[src/design/gted_pkg.sv]
// Shared types, register indexes and the escape string for the guard-time escape detector.
// No dependencies; used by every module of the block.
`default_nettype none

package gted_pkg;

	// per-channel detector state, coded as reported on channel_state
	typedef enum logic [2:0] {
		DET_IDLE      = 3'd0,
		DET_ARMED     = 3'd1,
		DET_MATCHING  = 3'd2,
		DET_MATCHED   = 3'd3,
		DET_TRIGGERED = 3'd4
	} det_state_t;

	// sequencer states
	typedef enum logic [1:0] {
		SEQ_IDLE,
		SEQ_RUN,
		SEQ_DONE
	} seq_state_t;

	// stored context of one channel
	typedef struct packed {
		det_state_t  st;
		logic [7:0]  cnt;
		logic [4:0]  mi;
	} chan_rec_t;

	// input word kinds
	localparam logic MODE_BYTE = 1'b0;
	localparam logic MODE_TICK = 1'b1;

	// configuration register indexes
	localparam logic REG_ENABLE_MASK = 1'b0;
	localparam logic REG_GUARD_TICKS = 1'b1;

	localparam logic [7:0] GUARD_RESET = 8'd10;

	// escape string; positions past its end hold zero
	function automatic logic [7:0] pattern_char(input logic [4:0] pos);
		logic [7:0] ch;
		unique case (pos)
			5'd0:    ch = "+";
			5'd1:    ch = " ";
			5'd2:    ch = "r";
			5'd3:    ch = "e";
			5'd4:    ch = "s";
			5'd5:    ch = "t";
			5'd6:    ch = "a";
			5'd7:    ch = "r";
			5'd8:    ch = "t";
			5'd9:    ch = " ";
			5'd10:   ch = "a";
			5'd11:   ch = "s";
			5'd12:   ch = " ";
			5'd13:   ch = "m";
			5'd14:   ch = "o";
			5'd15:   ch = "d";
			5'd16:   ch = "e";
			5'd17:   ch = "m";
			5'd18:   ch = " ";
			5'd19:   ch = "+";
			default: ch = 8'h00;
		endcase
		return ch;
	endfunction

endpackage

`default_nettype wire

[src/design/guard_time_escape_detector.sv]
// Guard-time escape detector: sequencer, per-channel context store, config and result register.
// Depends on gted_pkg and gted_chan_unit.
`default_nettype none

// A word is either a received byte for one channel or a guard tick for all channels. One
// channel update unit serves every channel, one channel per cycle: a byte updates only its
// own channel, while a tick walks all channels in turn through that unit. item_stall is high
// from the accepting edge until the result moves into the output register, and that move
// waits while the previous result is still untaken. Configuration is always ready.
module guard_time_escape_detector import gted_pkg::*; #(
	parameter int CHANNELS       = 4,
	parameter int PATTERN_LENGTH = 20
) (
	input  logic       clk,
	input  logic       arst_n,

	input  logic       item_valid,
	output logic       item_stall,
	input  logic       mode,
	input  logic [1:0] channel,
	input  logic [7:0] data_byte,

	output logic       result_valid,
	input  logic       result_stall,
	output logic [2:0] channel_state,
	output logic [3:0] trigger_mask,

	input  logic       cfg_valid,
	output logic       cfg_ready,
	input  logic       cfg_index,
	input  logic [7:0] cfg_data
);

	localparam int IDX_W = (CHANNELS > 1) ? $clog2(CHANNELS) : 1;
	localparam int CW    = (IDX_W > 2) ? IDX_W : 2;
	localparam logic [IDX_W-1:0] LAST = IDX_W'(CHANNELS - 1);

	seq_state_t       seq_q, seq_d;
	logic             item_take;
	logic             out_free;
	logic             run_step;
	logic             load_result;

	logic [3:0]       enable_mask_q;
	logic [7:0]       guard_q;

	logic             tick_q;
	logic             chan_ok_q;
	logic [IDX_W-1:0] chan_idx_q;
	logic [7:0]       byte_q;
	logic [IDX_W-1:0] idx_q;
	det_state_t       cstate_q;

	chan_rec_t        rec_q [CHANNELS];
	chan_rec_t        cur, nxt;
	logic [CHANNELS-1:0] en_vec;
	logic [3:0]       mask_d;

	logic [CW-1:0]    chan_ext;
	logic             chan_ok;

	logic             result_valid_q;
	logic [2:0]       channel_state_q;
	logic [3:0]       trigger_mask_q;

	assign cfg_ready = 1'b1;
	assign chan_ext  = CW'(channel);
	assign chan_ok   = (int'(channel) < CHANNELS);
	assign item_take = item_valid && !item_stall;
	assign out_free  = !result_valid_q || !result_stall;

	// enable bits exist for the first four channels only
	for (genvar c = 0; c < CHANNELS; c++) begin : g_en
		if (c < 4) begin : g_on
			assign en_vec[c] = enable_mask_q[c];
		end else begin : g_off
			assign en_vec[c] = 1'b0;
		end
	end

	for (genvar c = 0; c < 4; c++) begin : g_mask
		if (c < CHANNELS) begin : g_on
			assign mask_d[c] = en_vec[c] && (rec_q[c].st == DET_TRIGGERED);
		end else begin : g_off
			assign mask_d[c] = 1'b0;
		end
	end

	// next state
	always_comb begin
		seq_d = seq_q;
		unique case (seq_q)
			SEQ_IDLE: begin
				if (item_take) seq_d = SEQ_RUN;
			end
			SEQ_RUN: begin
				if (!tick_q || idx_q == LAST) seq_d = SEQ_DONE;
			end
			SEQ_DONE: begin
				if (out_free) seq_d = SEQ_IDLE;
			end
			default: seq_d = SEQ_IDLE;
		endcase
	end

	// sequencer outputs
	always_comb begin
		item_stall  = 1'b1;
		run_step    = 1'b0;
		load_result = 1'b0;
		unique case (seq_q)
			SEQ_IDLE: item_stall  = 1'b0;
			SEQ_RUN:  run_step    = 1'b1;
			SEQ_DONE: load_result = out_free;
			default: ;
		endcase
	end

	always_ff @(posedge clk or negedge arst_n) begin
		if (!arst_n) begin
			seq_q <= SEQ_IDLE;
		end else begin
			seq_q <= seq_d;
		end
	end

	always_ff @(posedge clk or negedge arst_n) begin
		if (!arst_n) begin
			enable_mask_q <= 4'd0;
			guard_q       <= GUARD_RESET;
		end else if (cfg_valid && cfg_ready) begin
			unique case (cfg_index)
				REG_ENABLE_MASK: enable_mask_q <= cfg_data[3:0];
				REG_GUARD_TICKS: guard_q       <= cfg_data;
				default: ;
			endcase
		end
	end

	// hold the accepted word
	always_ff @(posedge clk) begin
		if (item_take) begin
			tick_q     <= (mode == MODE_TICK);
			chan_ok_q  <= chan_ok;
			chan_idx_q <= chan_ext[IDX_W-1:0];
			byte_q     <= data_byte;
		end
	end

	always_ff @(posedge clk or negedge arst_n) begin
		if (!arst_n) begin
			idx_q    <= '0;
			cstate_q <= DET_IDLE;
		end else if (item_take) begin
			idx_q    <= (mode == MODE_TICK) ? '0 : chan_ext[IDX_W-1:0];
			cstate_q <= DET_IDLE;
		end else if (run_step) begin
			idx_q <= idx_q + 1'b1;
			// catch the addressed channel as it leaves the unit
			if (chan_ok_q && idx_q == chan_idx_q) cstate_q <= nxt.st;
		end
	end

	assign cur = rec_q[idx_q];

	gted_chan_unit #(
		.PATTERN_LENGTH(PATTERN_LENGTH)
	) u_unit (
		.tick       (tick_q),
		.enabled    (en_vec[idx_q]),
		.data_byte  (byte_q),
		.guard_ticks(guard_q),
		.cur        (cur),
		.nxt        (nxt)
	);

	always_ff @(posedge clk or negedge arst_n) begin
		if (!arst_n) begin
			for (int i = 0; i < CHANNELS; i++) begin
				rec_q[i] <= '{st: DET_IDLE, cnt: 8'd0, mi: 5'd0};
			end
		end else if (run_step && (tick_q || chan_ok_q)) begin
			rec_q[idx_q] <= nxt;
		end
	end

	always_ff @(posedge clk or negedge arst_n) begin
		if (!arst_n) begin
			result_valid_q <= 1'b0;
		end else if (load_result) begin
			result_valid_q <= 1'b1;
		end else if (!result_stall) begin
			result_valid_q <= 1'b0;
		end
	end

	always_ff @(posedge clk) begin
		if (load_result) begin
			channel_state_q <= cstate_q;
			trigger_mask_q  <= mask_d;
		end
	end

	assign result_valid  = result_valid_q;
	assign channel_state = channel_state_q;
	assign trigger_mask  = trigger_mask_q;

`ifndef NO_ASSERTIONS
	a_take_runs: assert property (@(posedge clk) disable iff (!arst_n)
		item_take |=> seq_q == SEQ_RUN)
		else $error("accepted word did not start a run");

	a_byte_one_step: assert property (@(posedge clk) disable iff (!arst_n)
		(seq_q == SEQ_RUN && !tick_q) |=> seq_q == SEQ_DONE)
		else $error("byte took more than one update step");

	a_done_waits: assert property (@(posedge clk) disable iff (!arst_n)
		(seq_q == SEQ_DONE && !out_free) |=> seq_q == SEQ_DONE)
		else $error("result dropped while output register busy");

	a_load_valid: assert property (@(posedge clk) disable iff (!arst_n)
		load_result |=> result_valid_q)
		else $error("loaded result not presented");

	a_state_range: assert property (@(posedge clk) disable iff (!arst_n)
		result_valid_q |-> channel_state_q <= 3'(DET_TRIGGERED))
		else $error("reported channel state out of range");
`endif

endmodule

`default_nettype wire

[src/design/gted_chan_unit.sv]
// Shared channel update unit: next context of one channel for a byte or a guard tick.
// Depends on gted_pkg.
`default_nettype none

module gted_chan_unit import gted_pkg::*; #(
	parameter int PATTERN_LENGTH = 20
) (
	input  logic       tick,
	input  logic       enabled,
	input  logic [7:0] data_byte,
	input  logic [7:0] guard_ticks,
	input  chan_rec_t  cur,
	output chan_rec_t  nxt
);

	logic [4:0] ptr;
	logic [5:0] next_pos;
	logic       hit;

	always_comb begin
		nxt = cur;
		// armed always compares against the first character
		ptr = (cur.st == DET_ARMED) ? 5'd0 : cur.mi;
		next_pos = {1'b0, ptr} + 6'd1;
		hit = (data_byte == pattern_char(ptr));
		if (enabled) begin
			if (tick) begin
				if (cur.cnt >= guard_ticks) begin
					if (cur.st == DET_IDLE) begin
						nxt.st = DET_ARMED;
					end else if (cur.st == DET_MATCHED) begin
						nxt.st = DET_TRIGGERED;
					end
				end else begin
					nxt.cnt = cur.cnt + 8'd1;
				end
			end else begin
				nxt.cnt = 8'd0;
				if ((cur.st == DET_ARMED || cur.st == DET_MATCHING) && hit) begin
					if (next_pos >= 6'(PATTERN_LENGTH)) begin
						nxt.mi = 5'd0;
						nxt.st = DET_MATCHED;
					end else begin
						nxt.mi = next_pos[4:0];
						nxt.st = DET_MATCHING;
					end
				end else begin
					// drop back on any byte that breaks the string or comes when neither armed nor matching
					nxt.mi = 5'd0;
					nxt.st = DET_IDLE;
				end
			end
		end
	end

endmodule

`default_nettype wire
[config.mk]
export PLATFORM = sky130hd
export DESIGN_NAME = guard_time_escape_detector
export DESIGN_NICKNAME = d
export VERILOG_FILES = /design/src/design/gted_pkg.sv /design/src/design/guard_time_escape_detector.sv /design/src/design/gted_chan_unit.sv
export SDC_FILE = /design/constraint.sdc
export NUM_CORES = 1
export LEC_CHECK = 0
export BUFFER_PORTS_ARGS = -buffer_cell sky130_fd_sc_hd__buf_4
export CELL_PAD_IN_SITES_DETAIL_PLACEMENT = 0
export CELL_PAD_IN_SITES_GLOBAL_PLACEMENT = 1
export CORE_MARGIN = 3
export CORE_UTILIZATION = 30
export CTS_CLUSTER_DIAMETER = 200
export CTS_CLUSTER_SIZE = 28
export DETAILED_ROUTE_END_ITERATION = 8
export GPL_TIMING_DRIVEN = 0
export PLACE_DENSITY = 0.56
export SYNTH_ARGS = -nofsm -noshare
export SYNTH_HDL_FRONTEND = slang
export SYNTH_SLANG_ARGS = --single-unit
[constraint.sdc]
create_clock -name clk -period 11.25 [get_ports clk]
set_clock_uncertainty 0.1 [all_clocks]
set_input_delay 1.6875 -clock clk [delete_from_list [all_inputs] [get_ports clk]]
set_output_delay 1.6875 -clock clk [all_outputs]
set_load 0.02 [all_outputs]
# == Word-level counts from Yosys, hierarchy flattened ==
# Memories as Yosys holds them, arrays and structs flattened.
# Cells that the tools add are included.
# Widths: inputs -> output; s select.
# totals
regBits,102
romBits,224
input_bits,25
out_inout_bits,10
word_cells,106
n_memories,1
# mem_list
name,words,word_bits,rd,rd_clocked_by_memory_dff,write_ports,line_no,text
(name not given),32,7,1,0,0,gted_pkg.sv:43,unique case (pos)
# classes
add_sub_neg,3
order_cmp,5
n_eq_ne,16
mux,35
bitwise,2
reduce_logical,21
# ops
operator,n
$bwmux 64,1
$mux 16,4
$bmux 16 s2,1
$demux 16 s2,1
$mux 3,7
$mux 5,4
$eq 3x3->1 const B,4
$mux 2,6
$mux 11,1
$add 8x1->8 const B,1
$eq 8x8->1,1
$ge 8x8->1,1
$mux 8,1
$logic_and 1x1->1,7
$mux 1,7
$add 5x1->6 const B,1
$eq 3x2->1 const B,2
$ge 6x5->1 const B,1
$ne 2x2->1 const B,3
$pmux 2 s3,1
$reduce_and 2->1,3
$eq 2x2->1 const B,2
$reduce_bool 2->1,2
$eq 3x1->1 const B,1
15 further kinds,19

# == Logic depth before layout (Yosys ltp) ==
# logic_depth
word_depth,15
mapped_depth,16
mapped_depth_nobuf,14

# == Cells and area by module ==
# A second synthesis with hierarchy kept.
# hier_totals
cells_unflattened,466
area_unflattened_um2,5896.9
# modules_own_cells
mod,n_inst,cells_per_inst,area_each_um2,seq_area_each_um2
guard_time_escape_detector,1,261,4580.6,2645.0
gted_chan_unit,1,205,1316.3,0.0

# == Worst setup path after synthesis ==
# OpenSTA, ideal clock, no wires.
# synth_path
path_kind,flip-flop to flip-flop
start,register idx_q[0]
end,register rec_q[19] in the netlist's numbering
setup_time_ps,73
arrival_time_ps,3609
t_required_ps,11077
setup_slack_ps,7468
stages_incl_launch_ff,16
path_buffers,2
synth_period_minus_slack_ps,3782
cell_sequence,dfrtp_1 buf_6 mux4_2 nor3b_2 buf_2 nor2_1 ha_1 inv_1 mux2_2 a221oi_1 o22ai_1 a211oi_2 nand4_4 nor3_4 a22oi_2 a21oi_2
# synth_between
elab_chain_len,13
word_cells_on_any_way,25
cone_classes,1 x add/sub; 3 x order compare; 3 x eq/ne; 13 x mux; 1 x bitwise; 3 x reduce/logical; 1 x memory
# synth_lines
element,line_no,text
"start, declared",guard_time_escape_detector.sv:51,logic [IDX_W-1:0] idx_q;
"start signal, assigned",guard_time_escape_detector.sv:155,idx_q <= (mode == MODE_TICK) ? '0 : chan_ext[IDX_W-1:0];
"start signal, assigned",guard_time_escape_detector.sv:158,idx_q <= idx_q + 1'b1;
$not 2->3 (not written as such),"guard_time_escape_detector.sv:164, guard_time_escape_detector.sv:183",
$bmux 16 s2,guard_time_escape_detector.sv:164,assign cur = rec_q[idx_q];
$mux 16 (not written as such) (2 in series),guard_time_escape_detector.sv:164,
$eq 3x1->1,"gted_chan_unit.sv:23, gted_chan_unit.sv:39",
$mux 5,gted_chan_unit.sv:23,ptr = (cur.st == DET_ARMED) ? 5'd0 : cur.mi;
$add 5x1->6 / $mem_v2 32x7 (equally long branches),n/a,
$ge 6x5->1 / $eq 8x8->1 (equally long branches),"gted_chan_unit.sv:40, gted_chan_unit.sv:25",
$mux 5 / $logic_and 1x1->1 (equally long branches),"gted_chan_unit.sv:40, gted_chan_unit.sv:39",
$mux 5,gted_chan_unit.sv:39,if ((cur.st == DET_ARMED || cur.st == DET_MATCHING) && hit) begin
$mux 5,gted_chan_unit.sv:27,if (tick) begin
$mux 16,gted_chan_unit.sv:26,if (enabled) begin
$bwmux 64 *,guard_time_escape_detector.sv:183,rec_q[idx_q] <= nxt;
"end signal, assigned by index",guard_time_escape_detector.sv:180,"rec_q[i] <= '{st: DET_IDLE, cnt: 8'd0, mi: 5'd0};"
"end signal, assigned by index",guard_time_escape_detector.sv:183,
"end, declared",guard_time_escape_detector.sv:54,chan_rec_t rec_q [CHANNELS];
# Mark *: on every way between the ends. The rest lies on a longest branch, timed or not. The select of a mux whose other input is x is not followed.
# A chain may end at the register's enable or synchronous reset.

# == Worst setup path in the final report ==
# layout_path
start,register idx_q[0]
end,register cstate_q[0]
# layout_between
elab_chain_len,15
word_cells_on_any_way,31
cone_classes,1 x add/sub; 2 x order compare; 5 x eq/ne; 16 x mux; 1 x bitwise; 5 x reduce/logical; 1 x memory
# layout_lines
element,line_no,text
$not 2->3 (not written as such),guard_time_escape_detector.sv:164,
$bmux 16 s2,guard_time_escape_detector.sv:164,
$mux 16 (not written as such) (2 in series),guard_time_escape_detector.sv:164,
$eq 3x1->1,"gted_chan_unit.sv:23, gted_chan_unit.sv:39",
$mux 5,gted_chan_unit.sv:23,
$add 5x1->6 / $mem_v2 32x7 (equally long branches),n/a,
$ge 6x5->1 / $eq 8x8->1 (equally long branches),"gted_chan_unit.sv:40, gted_chan_unit.sv:25",
$mux 1 / $logic_and 1x1->1 (equally long branches),"gted_chan_unit.sv:40, gted_chan_unit.sv:39",
$mux 3,gted_chan_unit.sv:39,
$mux 11,gted_chan_unit.sv:27,
$mux 16,gted_chan_unit.sv:26,
$mux 3,guard_time_escape_detector.sv:160,if (chan_ok_q && idx_q == chan_idx_q) cstate_q <= nxt.st;
$mux 3,guard_time_escape_detector.sv:157,end else if (run_step) begin
$mux 3,guard_time_escape_detector.sv:154,end else if (item_take) begin
"end signal, assigned",guard_time_escape_detector.sv:160,
"end, declared",guard_time_escape_detector.sv:52,det_state_t cstate_q;
# Parallel ways exist; a longest one is shown, timed or not. The select of a mux whose other input is x is not followed.

==> impl_results.md <==
* Initial Util at 0.3089
* First-pass GRT wire length at 22380 um
* Final ANT Viol Nets at 0
* DP HPWL at 9803 um
* Worst Tran Pin Value at 1.086 ns
* Min Tclk post-route at 4.498 ns
* Post-synth ARST share at 0.8235
* CTS max path bufs at 2
* Placed cell areas at 0.005928 mm^2
* CTS tree: built
* Clock sinks at 102
* Worst-skew pair later-pin latency at 0.35 ns
* CTS buffer count at 9
* Mapped Cells at 494
* Layout area overhead at 14.97%
* Vias/cell at 5.079
* Grt total ovfl at 0
* Slew margin rel. at 0.2762
* Synth Register Bits at 102
* Post-Route WL at 13760 um
* Final period utilization at 0.3999
* Htree depth at 3
* Via count at 3901
* LEAKAGE at 2.607 nW
* Post-synth net total at 536
* Placed Cells at 752
* # nets final at 580
* CP max FO at 10
* Crit-path slowest cell: mux4_2
* Initial antenna violation count at 0
* Pwr per Cell Area at 273.7 mW/mm^2
* Core area at 0.01748 mm^2
* Die area at 0.01964 mm^2
* Synth cell types at 65
* Final setup vio count at 0
* Max cap viols at 0
* Setup tns final at 0 ns
* Crit path max-delay family: simple AND/OR/NAND/NOR gates
* Final hold vios at 0
* CTS root buf: clkbuf_16
* Clock slew at reported path FFs at 0.07 ns
* CP arrival at 4.60 ns
* EDFF count, synth at 18
* Total power at 1.699 mW
* Seq/Total Area, Yosys at 0.4899
* CTS resizes at 0
* Crit path required time at 11.35 ns
* Outcome: finished clean
* N_diodes at 0
* Row Count at 48
* DRC errors left at 0
* Share of cells above drive strength 1 at 0.1805
* CP endpoint kind: register
* Die extent in x at 140.2 um
* Max Slew Vio Count at 0
* Mapped Area at 0.005399 mm^2
* Hold-fix buffers at CTS at 0
* Critical path class: reg -> reg
* Design area at 0.006207 mm^2
* GRT Total Usage at 0.1440
* Worst R2R Setup Slack at 6.75 ns
* RSZ-0062 raised after global routing: no
* CP peak stage delay at 0.62 ns
* DRT Pass-1 Iters at 4
* Num ports at 35
* Syn. warnings at 0
* Drt wl/cell at 17.91 um
* Hold/Removal Path Class: reg -> reg
* PortBufs at 33
* Vias in the first global route at 4034
* Most used flip-flop cell after synthesis: dfrtp_1
* Peak Freq at 222.3 MHz
* Avg Cell Area, Syn at 10.93 um^2
* Post-CTS Setup Repair Bufs at 0
* 1st-iter DRT viols at 245
* Finished Layout Cells at 768
* Worst setup SP type: register
* Most frequent CP cell: nor2_1
* Cell Chain, Critical Path: buf_6 -> mux4_2 -> nor3b_2 -> buf_2 -> nor2_1 -> ha_1 -> inv_1 -> mux2_2 -> a221oi_1 -> o221a_1 -> a211oi_2 -> nand4_4 -> nor2_1 -> nor3_1 -> o21ai_0
* Largest net degree at the start of global routing at 85
* Buf/Inv on CP at 3
* Routability cong. at 0.8172
* Die Height at 140.2 um
* # fillers at 1736
* Peak VDD IR at 0.1098 mV
==> registers in the layout, indices dropped and copies added, names as in the netlist <==
register       flops
channel_state      3
seq_q              2
result_valid       1
guard_q            8
byte_q             8
trigger_mask       4
rec_q             64
idx_q              2
cstate_q           3
en_vec             4
tick_q             1
chan_idx_q         2
==> synthesized netlist by cell type (7+ instances only) <==
cell type	n	area, um^2
nor3_1	7	35.03
buf_2	8	40.04
nor4bb_1	7	70.07
o31ai_1	20	150.1
nand3_1	7	35.03
nor2_1	29	108.9
a21oi_1	25	125.1
nand2_1	66	247.7
mux2_2	15	168.9
mux4_2	11	247.7
dfrtp_1	82	2052
ha_1	17	212.7
xnor2_1	7	61.31
clkbuf_1	13	48.80
edfxtp_1	18	540.5
inv_1	20	75.07
o21ai_0	35	175.2
xor2_1	7	61.31
==> cells in the final DEF (no fill, tap or decap), types with 15 or more instances in the layout <==
cell type   n
a21oi_1    25
buf_4      34
clkbuf_1   16
dfrtp_1    82
edfxtp_1   18
ha_1       17
inv_1      20
mux2_2     15
nand2_1    66
nor2_1     29
o21ai_0    35
o31ai_1    20
==> per-layer routing <==
layer | up-vias | track usage | wire length [um]
li1 | 1873 | - | -
met1 | 1934 | 0.2085 | 6676
met2 | 80 | 0.2215 | 6339
met3 | 14 | 0.01980 | 525
met4 | 0 | 0.05048 | 215
met5 | - | 0 | 0
==> final cells by class <==
class | count | area (um^2) | share of cell area
flip-flops and latches | 102 | 2645 | 0.4261
clock buffers | 14 | 264.0 | 0.04253
multi-input cells | 342 | 2537 | 0.4088
clock inverters | 2 | 15.01 | 0.002419
well taps | 225 | 281.5 | 0.04535
inverters | 20 | 75.07 | 0.01209
repair buffers | 33 | 247.7 | 0.03991
plain buffers | 30 | 141.4 | 0.02278
==> worst paths after layout <==
path | start | endpoint | cells after the start
worst max register to register | idx_q[0] | cstate_q[0] | 15
worst max-delay path | idx_q[0] | cstate_q[0] | 15
min in group asynchronous | arst_n | guard_q[6] | 1
worst min register to register | cstate_q[2] | channel_state[2] | 0
max in group asynchronous | arst_n | rec_q[18] | 1
worst min-delay path | cstate_q[2] | channel_state[2] | 0
==> through the flow <==
step,util,hold WS (ns),worst slack [ns]
2_1_floorplan,-,0.3245,7.468
3_3_place_gp,0.3392,0.3359,6.737
3_5_place_dp,0.3392,0.3473,6.722
4_1_cts,0.3552,0.3544,6.696
5_1_grt,0.3552,0.3617,6.339
6_report,0.3552,0.3483,6.752
==> logic make-up after synthesis <==
group	count (synthesis)	synth area share
xor+xnor	14	0.02271
simple gates	163	0.1604
other cells	1	0.0006946
fa+ha+maj	17	0.03940
buf+inv	50	0.04009
mux	34	0.1101
compound gates	113	0.1367
flops	102	0.4899
==> report_power, final <==
part           leakage (nW)  internal (mW)  switching (mW)  total [mW]
registers              1.25          0.468          0.0475       0.515
logic                  1.22          0.342           0.540       0.882
clock network         0.138          0.164           0.138       0.301
total                  2.61          0.974           0.725        1.70
==> worst register-to-register path: cells and delay by family, from the launching register on <==
family	cells	cell delay [ns]
simple gates	5	1.15
fa+ha+maj	1	0.31
buf+inv	3	0.58
mux	2	0.89
flops	1	0.43
compound gates	4	0.89
(Power assumes the default switching activity.)
